**config.mk**
```make
export PLATFORM = sky130hd
export DESIGN_NAME = best_fit_fixed_partition_allocator
export DESIGN_NICKNAME = d
export VERILOG_FILES = /design/src/bffpa_pkg.sv /design/src/best_fit_fixed_partition_allocator.sv /design/src/bffpa_ctrl.sv /design/src/bffpa_dp.sv
export SDC_FILE = /design/constraint.sdc
export NUM_CORES = 1
export LEC_CHECK = 0
export BUFFER_PORTS_ARGS = -buffer_cell sky130_fd_sc_hd__buf_2
export CELL_PAD_IN_SITES_DETAIL_PLACEMENT = 1
export CELL_PAD_IN_SITES_GLOBAL_PLACEMENT = 1
export CORE_MARGIN = 2
export CORE_UTILIZATION = 52
export CTS_CLUSTER_DIAMETER = 100
export CTS_CLUSTER_SIZE = 16
export DETAILED_ROUTE_END_ITERATION = 10
export PLACE_DENSITY_LB_ADDON = 0.15
export SLEW_MARGIN = 20
export SYNTH_ARGS = -nofsm -noshare
export SYNTH_HDL_FRONTEND = slang
export SYNTH_SLANG_ARGS = --single-unit
```
**constraint.sdc**
```tcl
create_clock -name clk -period 9.1 [get_ports clk]
set_clock_uncertainty 0.15 [all_clocks]
set_input_delay 1.365 -clock clk [delete_from_list [all_inputs] [get_ports clk]]
set_output_delay 1.365 -clock clk [all_outputs]
set_load 0.01 [all_outputs]
```
**src/bffpa_pkg.sv**
```systemverilog
// bffpa_pkg: shared constants, codes and helpers for the best-fit partition allocator
// used by bffpa_ctrl, bffpa_dp and best_fit_fixed_partition_allocator
// no dependencies
`default_nettype none

package bffpa_pkg;

	localparam int NUM_PARTS = 8;
	localparam int SIZE_BITS = 16;
	localparam int IDX_W     = $clog2(NUM_PARTS);
	localparam int CNT_W     = $clog2(NUM_PARTS + 1);

	// fixed field widths of the ports
	localparam int SLOT_W    = 3;
	localparam int REQ_W     = 16;
	localparam int LEFT_W    = 16;
	localparam int PCNT_W    = 4;
	localparam int CFG_W     = 64;
	localparam int CFG_IDX_W = 2;
	localparam int STATUS_W  = 2;

	typedef enum logic [CFG_IDX_W-1:0] {
		REG_PART_COUNT = 2'd0,
		REG_SIZES_LOW  = 2'd1,
		REG_SIZES_HIGH = 2'd2
	} cfg_reg_t;

	typedef enum logic [STATUS_W-1:0] {
		ST_DONE     = 2'd0,
		ST_NO_FIT   = 2'd1,
		ST_BAD_IDX  = 2'd2,
		ST_ZERO_REQ = 2'd3
	} alloc_status_t;

	// controller to datapath
	typedef struct packed {
		logic load;
		logic scan;
		logic finish;
	} dp_cmd_t;

	// datapath to controller
	typedef struct packed {
		logic skip_scan;
		logic last;
	} dp_sts_t;

	// size of partition idx from the two packed size registers
	function automatic logic [SIZE_BITS-1:0] part_size(
		input logic [CFG_W-1:0] lo,
		input logic [CFG_W-1:0] hi,
		input logic [IDX_W-1:0] idx
	);
		logic [2*CFG_W-1:0] both;
		logic [15:0]        raw;
		both = {hi, lo};
		raw  = 16'd0;
		if (int'(idx) < 8) begin
			raw = both[16*int'(idx) +: 16];
		end
		return SIZE_BITS'(raw);
	endfunction

endpackage

`default_nettype wire

```
**src/best_fit_fixed_partition_allocator.sv**
```systemverilog
// best-fit allocator over fixed partitions: controller plus datapath
// an insert runs one load step, one scan step per partition (one size compare each) and one
// result step before the done strobe; remove and zero-size requests skip the scan
// one request at a time; busy stays high until the result word is strobed on done
// asynchronous reset: every partition free, part_count 8, all partition sizes zero
// depends on bffpa_pkg, bffpa_ctrl, bffpa_dp
`default_nettype none

module best_fit_fixed_partition_allocator import bffpa_pkg::*; (
	input  wire logic                 clk,
	input  wire logic                 arst_n,
	input  wire logic                 cfg_we,
	input  wire logic [CFG_IDX_W-1:0] cfg_index,
	input  wire logic [CFG_W-1:0]     cfg_wdata,
	input  wire logic                 start,
	output logic                      busy,
	input  wire logic                 mode,
	input  wire logic [REQ_W-1:0]     request_size,
	input  wire logic [SLOT_W-1:0]    slot,
	output logic                      done,
	output logic [STATUS_W-1:0]       status,
	output logic [SLOT_W-1:0]         chosen_slot,
	output logic [LEFT_W-1:0]         leftover
);

	dp_cmd_t cmd;
	dp_sts_t sts;

	bffpa_ctrl u_ctrl (
		.clk    (clk),
		.arst_n (arst_n),
		.start  (start),
		.sts    (sts),
		.cmd    (cmd),
		.busy   (busy)
	);

	bffpa_dp u_dp (
		.clk          (clk),
		.arst_n       (arst_n),
		.cfg_we       (cfg_we),
		.cfg_index    (cfg_index),
		.cfg_wdata    (cfg_wdata),
		.mode         (mode),
		.request_size (request_size),
		.slot         (slot),
		.cmd          (cmd),
		.sts          (sts),
		.done         (done),
		.status       (status),
		.chosen_slot  (chosen_slot),
		.leftover     (leftover)
	);

endmodule

`default_nettype wire

```
**src/bffpa_ctrl.sv**
```systemverilog
// bffpa_ctrl: sequencer for one request: idle, partition scan, result
// depends on bffpa_pkg; drives bffpa_dp through dp_cmd_t
`default_nettype none

module bffpa_ctrl import bffpa_pkg::*; (
	input  wire logic    clk,
	input  wire logic    arst_n,
	input  wire logic    start,
	input  wire dp_sts_t sts,
	output dp_cmd_t      cmd,
	output logic         busy
);

	typedef enum logic [1:0] {
		S_IDLE,
		S_SCAN,
		S_FINISH
	} state_t;

	state_t state_q;
	state_t state_next;

	always_comb begin
		cmd.load   = (state_q == S_IDLE) && start;
		cmd.scan   = (state_q == S_SCAN);
		cmd.finish = (state_q == S_FINISH);
	end

	always_comb begin
		state_next = state_q;
		unique case (state_q)
			S_IDLE: begin
				if (start) begin
					state_next = sts.skip_scan ? S_FINISH : S_SCAN;
				end
			end
			S_SCAN: begin
				if (sts.last) begin
					state_next = S_FINISH;
				end
			end
			S_FINISH: state_next = S_IDLE;
			default:  state_next = S_IDLE;
		endcase
	end

	always_ff @(posedge clk or negedge arst_n) begin
		if (!arst_n) begin
			state_q <= S_IDLE;
			busy    <= 1'b0;
		end else begin
			state_q <= state_next;
			busy    <= (state_next != S_IDLE);
		end
	end

endmodule

`default_nettype wire

```
**src/bffpa_dp.sv**
```systemverilog
// bffpa_dp: configuration registers, partition occupancy, best-fit scan and result registers
// depends on bffpa_pkg; sequenced by bffpa_ctrl
`default_nettype none

module bffpa_dp import bffpa_pkg::*; (
	input  wire logic                 clk,
	input  wire logic                 arst_n,
	input  wire logic                 cfg_we,
	input  wire logic [CFG_IDX_W-1:0] cfg_index,
	input  wire logic [CFG_W-1:0]     cfg_wdata,
	input  wire logic                 mode,
	input  wire logic [REQ_W-1:0]     request_size,
	input  wire logic [SLOT_W-1:0]    slot,
	input  wire dp_cmd_t              cmd,
	output dp_sts_t                   sts,
	output logic                      done,
	output logic [STATUS_W-1:0]       status,
	output logic [SLOT_W-1:0]         chosen_slot,
	output logic [LEFT_W-1:0]         leftover
);

	logic [PCNT_W-1:0]    part_count_q;
	logic [CFG_W-1:0]     sizes_lo_q;
	logic [CFG_W-1:0]     sizes_hi_q;
	logic [NUM_PARTS-1:0] used_q;

	logic                 mode_q;
	logic [SIZE_BITS-1:0] req_q;
	logic [SLOT_W-1:0]    slot_q;
	logic [IDX_W-1:0]     idx_q;
	logic                 found_q;
	logic [IDX_W-1:0]     best_q;
	logic [SIZE_BITS-1:0] best_size_q;

	logic [CNT_W-1:0]     live;
	logic [SIZE_BITS-1:0] cur_size;
	logic                 take;
	logic                 slot_ok;
	logic [SIZE_BITS-1:0] req_in;

	assign req_in = SIZE_BITS'(request_size);

	// counts beyond the partition array act as the full array
	always_comb begin
		if (int'(part_count_q) > NUM_PARTS) begin
			live = CNT_W'(NUM_PARTS);
		end else begin
			live = CNT_W'(part_count_q);
		end
	end

	assign cur_size = part_size(sizes_lo_q, sizes_hi_q, idx_q);
	assign take     = (CNT_W'(idx_q) < live) && !used_q[idx_q] && (cur_size >= req_q)
		&& (!found_q || (cur_size < best_size_q));
	assign slot_ok  = (int'(slot_q) < int'(live));

	assign sts.skip_scan = mode || (req_in == '0);
	assign sts.last      = (idx_q == IDX_W'(NUM_PARTS - 1));

	// configuration
	always_ff @(posedge clk or negedge arst_n) begin
		if (!arst_n) begin
			part_count_q <= PCNT_W'(NUM_PARTS);
			sizes_lo_q   <= '0;
			sizes_hi_q   <= '0;
		end else if (cfg_we) begin
			unique case (cfg_index)
				REG_PART_COUNT: part_count_q <= cfg_wdata[PCNT_W-1:0];
				REG_SIZES_LOW:  sizes_lo_q   <= cfg_wdata;
				REG_SIZES_HIGH: sizes_hi_q   <= cfg_wdata;
				default:        ;
			endcase
		end
	end

	// request capture and scan
	always_ff @(posedge clk) begin
		if (cmd.load) begin
			mode_q      <= mode;
			req_q       <= req_in;
			slot_q      <= slot;
			idx_q       <= '0;
			found_q     <= 1'b0;
			best_q      <= '0;
			best_size_q <= '0;
		end else if (cmd.scan) begin
			idx_q <= idx_q + 1'b1;
			if (take) begin
				found_q     <= 1'b1;
				best_q      <= idx_q;
				best_size_q <= cur_size;
			end
		end
	end

	// occupancy: a set bit means the partition holds a request
	always_ff @(posedge clk or negedge arst_n) begin
		if (!arst_n) begin
			used_q <= '0;
		end else if (cmd.finish) begin
			if (mode_q) begin
				if (slot_ok) begin
					used_q[IDX_W'(slot_q)] <= 1'b0;
				end
			end else if (req_q != '0 && found_q) begin
				used_q[best_q] <= 1'b1;
			end
		end
	end

	always_ff @(posedge clk or negedge arst_n) begin
		if (!arst_n) begin
			done <= 1'b0;
		end else begin
			done <= cmd.finish;
		end
	end

	// result word
	always_ff @(posedge clk) begin
		if (cmd.finish) begin
			priority if (mode_q) begin
				status      <= slot_ok ? ST_DONE : ST_BAD_IDX;
				chosen_slot <= slot_q;
				leftover    <= '0;
			end else if (req_q == '0) begin
				status      <= ST_ZERO_REQ;
				chosen_slot <= '0;
				leftover    <= '0;
			end else if (found_q) begin
				status      <= ST_DONE;
				chosen_slot <= SLOT_W'(best_q);
				leftover    <= LEFT_W'(best_size_q - req_q);
			end else begin
				status      <= ST_NO_FIT;
				chosen_slot <= '0;
				leftover    <= '0;
			end
		end
	end

endmodule

`default_nettype wire
```
Word level (Yosys, flattened, before mapping)
Index checks and enable logic that the tools add are counted.

Bitwise gates (word level): 4. Mux-type cells: 21. Div/mod/pow operators: 0. Order comparisons: 10. Reduce and logical (&&, ||, !) cells: 24. Shift-type cells: 1. $mul: 0. Add/sub/neg operators: 2. Eq/ne operators: 6.

Operators with widths (count): variable part select 128 x 8 -> 16 bit (1); logical NOT 16 bit (2); 2-to-1 mux 8 bit (3); greater-or-equal comparator 16 bit (1); < comparator 16 bit (1); nonzero test 16 bit (1); subtractor 16 bit (1); < comparator 3 x 4 -> 1 bit (second input constant) (3); 2-to-1 mux 2 bit (6); 2-to-1 mux 3 bit (3); bitwise AND 8 bit (1); < comparator 3 x 4 -> 1 bit (2); inverter 8 bit (1); bitwise OR 8 bit (1); AND reduction 2 bit (4); logical AND 1 bit (7); demux 1 bit (select 3 bit) (2); greater-or-equal comparator 3 x 1 -> 1 bit (second input constant) (2); equality test 2 x 1 -> 1 bit (second input constant) (2); equality test 2 bit (second input constant) (2); > comparator 4 bit (second input constant) (1); logical NOT 2 bit (2); 2-to-1 mux 1 bit (4); 2-to-1 mux 4 bit (1); 11 further kinds (14).

Bits in writable memories: 0. Output and inout port bits: 23. Bits in read-only memories: 0. Logic and storage cells: 85. Flip-flop bits (word level): 208. Input bits: 90. Latch bits: 0. Memories: 0.

Logic depth before layout (Yosys ltp)
Gate-level depths: netlist of run 1.

Depth after elaboration: 8. Gate-level depth with buffers: 13. Mapped depth without buffers: 10.

By module
Synthesis of run 1 repeated with hierarchy kept, for this count alone.

Cell total of the unflattened synthesis: 792. Area total of the unflattened synthesis: 10412.5 sq um.

Modules (own cells, without submodules): bffpa_dp (area an instance 10259.8 sq um, instances 1, cells an instance 779); bffpa_ctrl (area an instance 152.6 sq um, instances 1, cells an instance 13).

Worst setup path before layout of run 1
Ideal clock, no wire load.

Kind: flip-flop to flip-flop. Start: register u_dp.idx_q[0]. End: register u_dp.best_size_q[2]. Path buffers: 3. Setup slack: 5.402 ns. Stages on the path, launching flop included: 13. Data required time: 8.863 ns. Period minus slack after synthesis: 3.698 ns. Arrival time: 3.461 ns. Setup time: 0.087 ns. Path through: dfxtp_1 -> buf_6 -> buf_2 -> mux4_2 -> mux2_2 -> ha_1 -> nand3_1 -> or4_1 -> a221o_1 -> a31oi_1 -> a211oi_4 -> buf_4 -> o31ai_1.

Elaborated cells between the ends (all ways): 12.

RTL lines: from (decl) (RTL line bffpa_dp.sv:30) `logic [IDX_W-1:0] idx_q;`; from (signal assigned) (RTL line bffpa_dp.sv:87) `idx_q <= idx_q + 1'b1;`; variable part select 128 x 8 -> 16 bit * (RTL line bffpa_pkg.sv:59) `raw = both[16*int'(idx) +: 16];`; via u_dp.cur_size[11] (RTL line bffpa_dp.sv:36) `logic [SIZE_BITS-1:0] cur_size;`; greater-or-equal comparator 16 bit / < comparator 16 bit (equally long branches) (RTL line bffpa_dp.sv:53, bffpa_dp.sv:54); logical AND 1 bit / logical OR 1 bit (equally long branches) (RTL line bffpa_dp.sv:53, bffpa_dp.sv:54); logical AND 1 bit * (RTL line bffpa_dp.sv:54) `&& (!found_q || (cur_size < best_size_q));`; AND reduction 2 bit (no source line) *; to (signal assigned) (RTL line bffpa_dp.sv:91) `best_size_q <= cur_size;`; to (decl) (RTL line bffpa_dp.sv:33) `logic [SIZE_BITS-1:0] best_size_q;`.

Mark *: on every way through the listed nets, which the timed path passes. The rest lies on a longest branch. The select of a mux whose other input is x is not followed. A chain may end at the register's enable or synchronous reset.

Worst setup path after layout of run 1
Start: register u_dp.idx_q[0]. End: register u_dp.best_size_q[12].

The elaborated chain is that of the path after synthesis.

==> flow_summary.toml, run 1 <==
[sta]
tightest_slew_ns = 0.963
setup_total_negative_slack_ns = 0
hold_viol = 0
share_of_the_cycle_needed_by_the_critical_path_after_routing = 0.489
tightest_hold_margin_ns = 0.357
maxSlewViolCount = 0
final.min_clock_period_ns = 4.45
timing.final.setup_violations = 0
max_slew_headroom = 0.358
fmaxAchievable_ghz = 0.225
rsz0062_at_grt = "false"

[flow_run]
timing.max_cap.violations = 0

[drt]
drtPass1Iterations = 4
finalWirelength_um = 23800
num_vias = 6568
drc_violations_left = 0
ant_nets = 0
post_drt_wl_per_cell_um = 21.0
drt_iter0_markers = 210
vias_per_cell = 5.79

[power_and_ir_drop]
p_leak_nw = 4.91
cellInternalPower_mw = 2.12
power.switching_mw = 1.14
pwr-share-comb = 0.409
totalPowerFinal_mw = 3.26
power_density_nw_per_um2 = 284
netSwitchingFraction = 0.350
ir_drop_mv = 0.146
seq_power_share = 0.392
p_clk_frac = 0.199

[synthesis]
ys_types = 54
synthFlopType = "dfrtp_1"
syn_avg_cell_area_um2 = 13.5
synth_fp_nets = 902
synthTopCellsByArea = "dfrtp_1 (35%), mux2_2 (16%), edfxtp_1 (12%)"
yosys.area.top_type = "dfrtp_1"
seq_area_frac_synth = 0.519
syn_inst = 759
async_reset_ff_frac = 0.692
yosys.area.top_type_share = 0.350
syn-cell-area_um2 = 10200
number_of_enable_type_register_cells_in_the_synthesized_netlist = 41
ys_warn_count = 0
synth.ff_latch_count = 208

[critical_path]
crit_family = "compound AO/OA/AOI/OAI gates"
crit_path_max_fo = 30
cp.buffers_inverters = 2
crit_path_top_delay_cell = "a211oi_4"
cp_data_required_time_ns = 9.34
critPathLaunchType = "register"
crit_type = "reg -> reg"
crit_path_max_incr_delay_ns = 0.65
worstSetupEndpointType = "register"
worstPathCellList = "buf_4, mux4_2, mux2_2, ha_1, a2111oi_0, a221o_1, a31oi_1, a211oi_4, buf_4, nand2_1, o31ai_1"
cp_data_arrival_time_ns = 4.69
cpMostUsedCell = "buf_4"

[status]
outcome = "completed"

[placed_design]
gp_routability_congestion = 0.887
io_buffers = 112
dp_hpwl_um = 17500
placedInstanceArea_um2 = 11000

[floorplan]
chipWidth_um = 144
placement_rows = 51
die_h_um = 144
design.portCount = 113
floorplan.initialDensity = 0.528
design.die.area_um2 = 20800
placeableCoreArea_um2 = 19300

[cts]
buffer_type_at_the_clock_tree_root = "clkbuf_16"
numClockSinks = 208
post_cts_resize_count = 0
cts_htree_levels = 1
cts_tree = "built"
cts_setup_buffers = 0
worst_setup_hold_path_clk_slew_ns = 0.07
cts_buffer_depth = 3
worst_skew_pair.late_latency_ns = 0.49
cts_hold_buf = 0
cts_made_buffers = 16

[final_layout]
final_common_cell = "mux2_2"
commonest_non_fill_non_tap_cells_in_the_layout = "mux2_2 (147), dfrtp_1 (143), buf_2 (111)"
fin_nets = 1008
area_growth_syn_to_layout_pct = 12.4
post_route_cells_drive_above_1_share = 0.377
post-route-cell-area_um2 = 11500

[global_routing]
global_route_wire_length_before_repair_um = 38700
grt_use_total = 0.239
use_met1 = 0.321
gr-usage-met3 = 0.0364
overflow = 0
grt_antenna_before_repair = 1
grt_max_degree = 79
first_global_vias = 7338
groute.layer.met2.usage = 0.417
global_route.peak_usage_layer = "met2"

[worst_hold_path]
worstHoldPathType = "reg -> reg"
-- worst paths after layout --
path / slack, ns / start / cells after the start / to
min reg2reg: 0.36 / u_dp.sizes_lo_q[61] / 1 / u_dp.sizes_lo_q[61]
max reg2reg: 4.65 / u_dp.idx_q[0] / 11 / u_dp.best_size_q[12]
min: 0.36 / u_dp.sizes_lo_q[61] / 1 / u_dp.sizes_lo_q[61]
min in group asynchronous: 0.71 / arst_n / 1 / u_dp.sizes_lo_q[11]
max: 4.65 / u_dp.idx_q[0] / 11 / u_dp.best_size_q[12]
max in group asynchronous: 6.68 / arst_n / 2 / u_dp.sizes_lo_q[1]
-- cells by family (layout without fill, tap and decap cells) --
group,after synthesis,after routing,synth area share
multiplexers,187,187,0.244
buffers and inverters,72,182,0.0298
other,0,1,0
flip-flops,208,208,0.519
XOR/XNOR,8,8,0.00686
adder cells (fa/ha/maj),53,53,0.0657
AO/OA/AOI/OAI,111,111,0.0739
AND/OR/NAND/NOR,120,120,0.0608
-- synth_stat cells (17+ instances only) --
cell type  number
inv_1          40
nand2_1        25
nor2_1         23
mux2_2        147
clkbuf_1       22
a21oi_1        30
dfxtp_1        23
ha_1           52
dfrtp_1       143
mux4_2         34
edfxtp_1       41
o31ai_1        17
-- layer usage --
metal  routed length [um]  up-vias
met4                  481        2
met1                10400     3360
met3                 1190       28
li1                     -     3039
met2                11800      139
met5                    7        -
-- worst reg2reg max path, cell delays in order, from the launching register on --
cell,delay [ns]
dfxtp_2,0.47
buf_4,0.56
mux4_2,0.59
mux2_2,0.31
ha_1,0.32
a2111oi_0,0.44
a221o_1,0.21
a31oi_1,0.11
a211oi_4,0.65
buf_4,0.36
nand2_1,0.09
o31ai_1,0.08
-- metrics by stage --
| step | utilization | setup slack [ns] | std cells |
|---|---|---|---|
| final | 0.593 | 4.65 | 1135 |
| after detailed placement | 0.570 | 4.64 | 1112 |
| after global placement | 0.570 | 4.75 | 1112 |
| after CTS | 0.593 | 4.64 | 1134 |
| after floorplan | - | 5.40 | 759 |
| after global routing | 0.593 | 4.31 | 1134 |
-- flip-flops by register name, summed over array words and instances (netlist names), 2 cells and up --
name / cells
u_dp.sizes_hi_q: 64
u_dp.sizes_lo_q: 64
u_dp.best_size_q: 16
u_dp.leftover: 16
u_dp.req_q: 16
u_dp.used_q: 8
u_dp.part_count_q: 4
u_dp.best_q: 3
u_dp.chosen_slot: 3
u_dp.idx_q: 3
u_dp.slot_q: 3
u_ctrl.state_q: 2
u_dp.status: 2
-- power by group through the flow --
stage	Clock [mW]	Sequential (mW)	Combinational, mW
CTS	0.672	1.28	1.34
detailed placement	0	1.29	1.32
floorplan	0	1.24	1.01
finish	0.650	1.28	1.33
global placement	0	1.28	1.25
global route	0.700	1.30	1.49
-- area by class of cell --
cell class              instances  area [um2]
repair buffers                120         627
fillers                      1924        7860
diodes                          1        2.50
well taps                     265         332
inverters                      40         150
multi-input cells             479        4620
flip-flops and latches        208        5300
clock buffers                  22         444
Note: power is estimated with default switching activity, not from simulation.
==> run 2: changes to the inputs <==
- CORE_UTILIZATION: 52 -> 49
- clock period: 9.1 -> 4.48 ns (I/O delays scaled with it)
==> flow_summary.toml, run 2 (synthesized netlist as in run 1, its figures left out) <==
[critical_path]
critPathLaunchType = "register"
cp_data_required_time_ns = 4.72
crit_path_max_incr_delay_ns = 0.68
cpMostUsedCell = "buf_4"
worstPathCellList = "buf_4, mux4_2, mux2_2, ha_1, or3_1, o221ai_1, a31oi_1, a211oi_4, buf_4, nand2_1, o31ai_1"
worstSetupEndpointType = "register"
cp_data_arrival_time_ns = 4.43
crit_type = "reg -> reg"
r2r_slack_ns = 0.29
crit_path_top_delay_cell = "dfxtp_2"
crit_path_max_fo = 24

[cts]
worst_setup_hold_path_clk_slew_ns = 0.08
cts_setup_buffers = 0
cts_tree = "built"
cts_buffer_depth = 3
cts_made_buffers = 16
cts_htree_levels = 1
numClockSinks = 208
post_cts_resize_count = 0
cts_hold_buf = 0
buffer_type_at_the_clock_tree_root = "clkbuf_16"
worst_skew_pair.late_latency_ns = 0.49

[worst_hold_path]
worstHoldPathType = "in -> async"

[power_and_ir_drop]
ir_drop_mv = 0.293
pwr-share-comb = 0.406
p_clk_frac = 0.200
power.switching_mw = 2.35
netSwitchingFraction = 0.352
power_density_nw_per_um2 = 577
seq_power_share = 0.393
totalPowerFinal_mw = 6.67
p_leak_nw = 4.94
cellInternalPower_mw = 4.32

[drt]
routedLengthMet1_um = 10800
num_vias = 6698
ant_nets = 0
maxUsedRoutingLayer = "met4"
dr_wl_met3_um = 1160
drtPass1Iterations = 4
total_length_of_routed_met2_wires_um = 11600
drt_iter0_markers = 317
finalWirelength_um = 24100
vias_per_cell = 5.83
drc_violations_left = 0
post_drt_wl_per_cell_um = 21.0

[sta]
timing.final.setup_violations = 0
fmaxAchievable_ghz = 0.239
maxSlewViolCount = 0
max_slew_headroom = 0.394
share_of_the_cycle_needed_by_the_critical_path_after_routing = 0.935
final.min_clock_period_ns = 4.19
tightest_hold_margin_ns = 0.0758
setup_ws_post_layout_ns = 0.293
tightest_slew_ns = 0.910
rsz0062_at_grt = "false"
setup_total_negative_slack_ns = 0
hold_viol = 0

[flow_run]
timing.max_cap.violations = 0

[final_layout]
commonest_non_fill_non_tap_cells_in_the_layout = "mux2_2 (147), dfrtp_1 (143), buf_2 (111)"
area_growth_syn_to_layout_pct = 13.1
layout.core_utilization = 0.567
layoutNonFillerInstCount = 1149
fin_nets = 1013
post-route-cell-area_um2 = 11600
final_common_cell = "mux2_2"
diodes = 0
fillcell_total = 2060
post_route_cells_drive_above_1_share = 0.379
biggestRegsByFlops = "u_dp.sizes_hi_q (64), u_dp.sizes_lo_q (64)"

[floorplan]
placeableCoreArea_um2 = 20400
design.portCount = 113
chipWidth_um = 148
placement_rows = 52
design.die.area_um2 = 22000
die_h_um = 148
floorplan.initialDensity = 0.501

[global_routing]
first_global_vias = 7421
global_route_wire_length_before_repair_um = 39700
overflow = 0
grt_use_total = 0.228
grt_max_degree = 92
grt_antenna_before_repair = 0

[placed_design]
dp_hpwl_um = 17800
placement.setup.worst_slack_ns = 0.297
placedInstanceArea_um2 = 11100
io_buffers = 112
placed_cells = 1122
gp_routability_congestion = 0.920

[status]
outcome = "completed"
-- run 2: cell types whose count changed in the layout (fill, tap and decap cells not counted), sizes merged --
cell    previous run  this run
clkbuf            22        26
diode              1         0
buf              120       125
clkinv             0         1
-- run 2: layout make-up --
class,count,area (um2),area share
tap,270,338,0.0292
clock buffer,26,438,0.0379
sequential,208,5300,0.459
clock inverter,1,16.3,0.00141
timing repair buffer,125,689,0.0597
inverter,40,150,0.0130
multi-input combinational,479,4620,0.400
-- run 2: final timing paths --
check	start	endpoint	cells past startpoint
worst max-delay path	u_dp.idx_q[0]	u_dp.best_size_q[9]	11
min in group clk	slot[0]	u_dp.slot_q[0]	1
worst min register to register	u_dp.best_size_q[14]	u_dp.best_size_q[14]	2
worst max register to register	u_dp.idx_q[0]	u_dp.best_size_q[9]	11
worst min-delay path	arst_n	u_dp.sizes_lo_q[9]	1
max in group asynchronous	arst_n	u_dp.sizes_lo_q[55]	2
-- run 2: worst max-delay path: cells and delay by family (launching register included) --
kind	cells	cell delay [ns]
adders and majority gates	1	0.21
DFF	1	0.68
buffers and inverters	2	0.62
AOI/OAI and AO/OA	4	1.11
and+or+nand+nor	2	0.48
muxes	2	0.82
-- run 2: per-layer routing --
layer  vias to the layer above  global-route usage
li1                       3062                   -
met1                      3430               0.316
met2                       167               0.388
met3                        39              0.0291
met4                         0              0.0524
met5                         -                   0
-- run 2: power groups by stage --
| stage | sequential, mW | clock (mW) | combinational, mW |
|---|---|---|---|
| after detailed placement | 2.66 | 0 | 2.69 |
| after floorplan | 2.52 | 0 | 2.05 |
| after global routing | 2.67 | 1.44 | 3.01 |
| after CTS | 2.62 | 1.38 | 2.72 |
| final | 2.62 | 1.34 | 2.71 |
| after global placement | 2.63 | 0 | 2.57 |
